**src/hdl/sns_pkg.sv**
```systemverilog
`timescale 1ns / 1ps

package sns_pkg;

  localparam int SPRITE_SIZE    = 64;
  localparam int FRAME_COUNT    = 4;
  localparam int SCREEN_COLUMNS = 320;

  localparam int FRAC_BITS = 16;
  localparam int ACC_W     = 24;
  localparam logic [31:0] ACC_MAX      = 32'h00FF_FFFF;
  localparam logic [31:0] SCREEN_LIMIT = 32'd64000;

  // Field widths fixed by the interface
  localparam int SIZE_W   = 8;
  localparam int DX_W     = 9;
  localparam int DY_W     = 8;
  localparam int FRAME_W  = 2;
  localparam int LIDX_W   = 12;
  localparam int TEXEL_W  = 8;
  localparam int SADDR_W  = 16;
  localparam int CFG_IDX_W  = 2;
  localparam int CFG_DATA_W = 9;

  localparam int IDX_W        = $clog2(SPRITE_SIZE);
  localparam int FRAME_TEXELS = SPRITE_SIZE * SPRITE_SIZE;
  localparam int STORE_DEPTH  = FRAME_COUNT * FRAME_TEXELS;
  localparam int STORE_AW     = $clog2(STORE_DEPTH);

  // Step division: (SPRITE_SIZE << FRAC_BITS) / dest_size
  localparam logic [31:0] DIVIDEND = 32'(SPRITE_SIZE) << FRAC_BITS;
  localparam int DIV_W = $clog2(SPRITE_SIZE * (1 << FRAC_BITS) + 1);
  localparam int DIV_CNT_W = $clog2(DIV_W);

  // Full screen address before masking
  localparam int SCR_FULL_W = $clog2(510 * SCREEN_COLUMNS + 767 + 1);

  typedef enum logic [CFG_IDX_W-1:0] {
    REG_DEST_SIZE    = 2'd0,
    REG_DEST_X       = 2'd1,
    REG_DEST_Y       = 2'd2,
    REG_FRAME_SELECT = 2'd3
  } cfg_reg_t;

  typedef enum logic {
    MODE_LOAD = 1'b0,
    MODE_STEP = 1'b1
  } mode_t;

  typedef struct packed {
    logic              mode;
    logic [FRAME_W-1:0] load_frame;
    logic [LIDX_W-1:0] load_index;
    logic [TEXEL_W-1:0] load_value;
  } sns_in_t;

  typedef struct packed {
    logic [SADDR_W-1:0] screen_address;
    logic [TEXEL_W-1:0] pixel;
    logic               write_enable;
    logic               last;
  } sns_out_t;

  typedef struct packed {
    logic              start;
    logic [SIZE_W-1:0] divisor;
  } div_req_t;

  typedef struct packed {
    logic             done;
    logic [DIV_W-1:0] quotient;
  } div_rsp_t;

endpackage

```
**src/hdl/sns_divider.sv**
```systemverilog
`timescale 1ns / 1ps

module sns_divider (
  input  logic              clk,
  input  logic              rst,
  input  sns_pkg::div_req_t req,
  output sns_pkg::div_rsp_t rsp
);
  import sns_pkg::*;

  logic                 busy;
  logic                 done;
  logic [DIV_CNT_W-1:0] cnt;
  logic [SIZE_W-1:0]    divisor;
  logic [SIZE_W-1:0]    rem;
  logic [DIV_W-1:0]     dvd;
  logic [DIV_W-1:0]     quo;

  logic [SIZE_W:0] trial;
  logic [SIZE_W:0] diff;
  logic            qbit;

  // One restoring step per cycle: shift in the next dividend bit, try the subtract
  always_comb begin
    trial = {rem, dvd[DIV_W-1]};
    diff  = trial - {1'b0, divisor};
    qbit  = trial >= {1'b0, divisor};
  end

  always_ff @(posedge clk) begin
    if (rst) begin
      busy <= 1'b0;
      done <= 1'b0;
    end else begin
      done <= 1'b0;
      if (req.start) begin
        busy    <= 1'b1;
        cnt     <= '0;
        divisor <= req.divisor;
        rem     <= '0;
        dvd     <= DIV_W'(DIVIDEND);
        quo     <= '0;
      end else if (busy) begin
        rem <= qbit ? diff[SIZE_W-1:0] : trial[SIZE_W-1:0];
        dvd <= {dvd[DIV_W-2:0], 1'b0};
        quo <= {quo[DIV_W-2:0], qbit};
        cnt <= cnt + 1'b1;
        if (cnt == DIV_CNT_W'(DIV_W - 1)) begin
          busy <= 1'b0;
          done <= 1'b1;
        end
      end
    end
  end

  assign rsp.done     = done;
  assign rsp.quotient = quo;

endmodule

```
**config.mk**
```make
export PLATFORM = sky130hd
export DESIGN_NAME = sns_divider
export DESIGN_NICKNAME = d
export VERILOG_FILES = /design/src/hdl/sns_pkg.sv /design/src/hdl/sns_divider.sv
export SDC_FILE = /design/constraint.sdc
export NUM_CORES = 1
export LEC_CHECK = 0
export ABC_AREA = 1
export BUFFER_PORTS_ARGS = -buffer_cell sky130_fd_sc_hd__buf_4
export CORE_MARGIN = 3
export CORE_UTILIZATION = 30
export CTS_CLUSTER_DIAMETER = 200
export DETAILED_ROUTE_END_ITERATION = 16
export GPL_ROUTABILITY_DRIVEN = 1
export PLACE_DENSITY = 0.57
export SYNTH_ARGS = -nofsm -noshare
export SYNTH_HDL_FRONTEND = slang
export SYNTH_SLANG_ARGS = --single-unit
```
**constraint.sdc**
```tcl
create_clock -name clk -period 2.7 [get_ports clk]
set_clock_uncertainty 0.05 [all_clocks]
set_input_delay 0.135 -clock clk [delete_from_list [all_inputs] [get_ports clk]]
set_output_delay 0.135 -clock clk [all_outputs]
set_load 0.05 [all_outputs]
```
==> results.ini <==
[outcome]
status=completed

[detailed_routing]
drc=0
drtIter0Drc=85
vias_per_cell=4.13
drt_wl_total_um=4300
wire_per_inst_um=11.1
first_pass_iters=4
ant_nets=0
vias=1603

[critical_path]
crit_chain=ha_1 > or2_4 > nand3_2 > nand2_4 > a21oi_1 > nor2_1
r2r_end=quo[0]
crit_path_top_delay_cell=edfxtp_1
cpPeakStageDelay_ns=0.42
r2r_slack_ns=0.80
rr_worst_depth=6
required_ns=2.70
worstSetupPathType=reg -> reg
crit_path_end_kind=register
worstPathArrival_ns=1.90
cp-start-kind=register
path_delay_family=simple AND/OR/NAND/NOR gates
worstSetupStartpoint=rem[1]
worstPathMaxFanout=4
critPathBufInv=0
r2r-start=rem[1]

[sta]
fmax_ghz=0.526
setup_viol=0
fin_ws_ns=0.799
hold_viol=0
holdWs_ns=0.198
max_slew_margin_pct=67.9
finalMaxSlewViolations=0
fin_setup_tns_ns=0
worstMarginPinSlew_ns=0.481
rsz0062_at_grt=false
post-route-period-util_pct=70.4
period_minus_slack_ns=1.90

[floorplan]
start_util_pct=31.6
placementRows=31
coreArea_um2=7450
dieArea_um2=8940
ios=35
die_y_um=94.6
die_w_um=94.6

[cts]
htreeDepth=2
tritoncts=built
clk-insertion-delay-late_ns=0.30
cts.sinks=47
clk_pin_slew_ns=0.09
cts_made_buffers=5
clock_path_buffers=2
ctsResizeCount=0
cts_root_buffer=clkbuf_8
post_cts_buffers=0

[pwr]
pwr-share-clk_pct=24.7
power_frac_comb_pct=23.0
powerDensity_nw_per_um2=582
p_sw_mw=0.519
switching_share_pct=30.6
internal-power_mw=1.18
worst_ir_drop_vdd_mv=0.331
p_seq_share_pct=52.3
leakagePower_nw=1.35

[job]
drv_cap=0

[finish]
final_cell_mix=52 x inv_1, 48 x nor2_1, 45 x edfxtp_1, 41 x nand2_1, 36 x buf_4
areaGrowthSynthToFinish_pct=23.8
design_area_um2=2910
final_common_cell=inv_1
drive_gt1_share_pct=19.4
fin_util_pct=39.1
final_nets=310
diodes=0

[synthesis]
avgSynthCellArea_um2=9.76
synth_nets=263
synth-seq-cells=47
syn_inst=241
ys_seq_area_share_pct=59.1
syn_area_um2=2350
synth.top_cells.by_area=edfxtp_1 57%, inv_1 8.3%, nor2_1 7.7%, nand2_1 6.5%, ha_1 5.3%
synth_top_area_share_pct=57.4
yosysTopAreaCell=edfxtp_1
yosysWarnings=0
ys_types=28

[placement]
io_buffers=34
dp_slack_ns=0.790
dp_hpwl_um=3060
routabilityCongestion=0.823
dpl_cell_area_um2=2730

[min_path]
worstHoldPathCells=1
hold_path_class=in -> reg
hold_start=req[8]
min_to=dvd[22]

[grt]
gr-total-overflow=0
grt_antenna_before_repair=0
grt_max_degree=39
grt_util_all_layers_pct=11.2
grt_pass1_vias=1724
grt_pass1_wl_um=7890

[cells by family (layout without fill, tap and decap cells)]
| logic type | after synthesis | in the layout | synth area share [%] |
|---|---|---|---|
| DFF | 47 | 47 | 59.1 |
| xor gates and xnor gates | 4 | 4 | 1.49 |
| and+or+nand+nor | 113 | 113 | 21.4 |
| AOI/OAI and AO/OA | 8 | 8 | 2.29 |
| buffers and inverters | 58 | 106 | 9.47 |
| adders and majority gates | 11 | 11 | 6.17 |
[final cells by class]
cell class | instances | area, µm²
Clock buffer | 5 | 68.8
Timing Repair Buffer | 45 | 360
Fill cell | 770 | 4530
Inverter | 53 | 199
Tap cell | 99 | 124
Multi-Input combinational cell | 136 | 749
Sequential cell | 47 | 1390
Clock inverter | 3 | 20.0
[routing by layer]
metal / share of wire [%] / GRT usage, % / up-vias
met2: 47 / 18.2 / 24
met3: 4.1 / 3.03 / 5
met1: 48 / 14.4 / 731
li1: - / - / 843
met5: 0 / 0 / -
met4: 1.6 / 3.97 / 0
[sequential cells by signal, summed over array words and instances, names as in the netlist]
register,cells
dvd,1
busy,1
cnt,5
rem,8
quo,23
divisor,8
done,1
[through the flow]
stage,instances,power [mW]
after global routing,388,1.80
after global placement,371,1.28
after CTS,388,1.72
after detailed placement,371,1.28
after floorplan,241,1.18
final,388,1.70
[how the worst max path moves through the flow]
stage                         to  slack (ns)  depth (start not counted)
final                     quo[0]        0.80                          6
after global routing      rem[7]        0.63                         10
after CTS                 quo[0]        0.79                          6
after detailed placement  quo[0]        0.79                          6
after global placement    quo[0]        0.77                          6
after floorplan           cnt[0]        0.78                          3
[power by group through the flow]
| stage | combinational (mW) | clock (mW) | sequential [mW] |
|---|---|---|---|
| floorplan | 0.216 | 0 | 0.969 |
| global placement | 0.382 | 0 | 0.903 |
| detailed placement | 0.382 | 0 | 0.903 |
| CTS | 0.394 | 0.436 | 0.888 |
| global route | 0.442 | 0.462 | 0.895 |
| finish | 0.390 | 0.420 | 0.886 |
[Yosys cell counts (all sizes together)]
master	instances
inv	53
nor2	50
edfxtp	45
nand2	45
ha	10
nand3	8
a21oi	6
nand3b	4
clkbuf	3
xor2	3
buf	2
dfxtp	2
nand4	2
nor3	2
fa	1
nor4	1
o21a	1
o21ai	1
or2	1
xnor2	1
[what timing repair did]
action / 4_1_cts / 5_1_grt
hold buffers: 9 / 0
endpoints found under the hold margin: 9 / 0
setup endpoints to repair: 0 / 0
(Power assumes the default switching activity.)
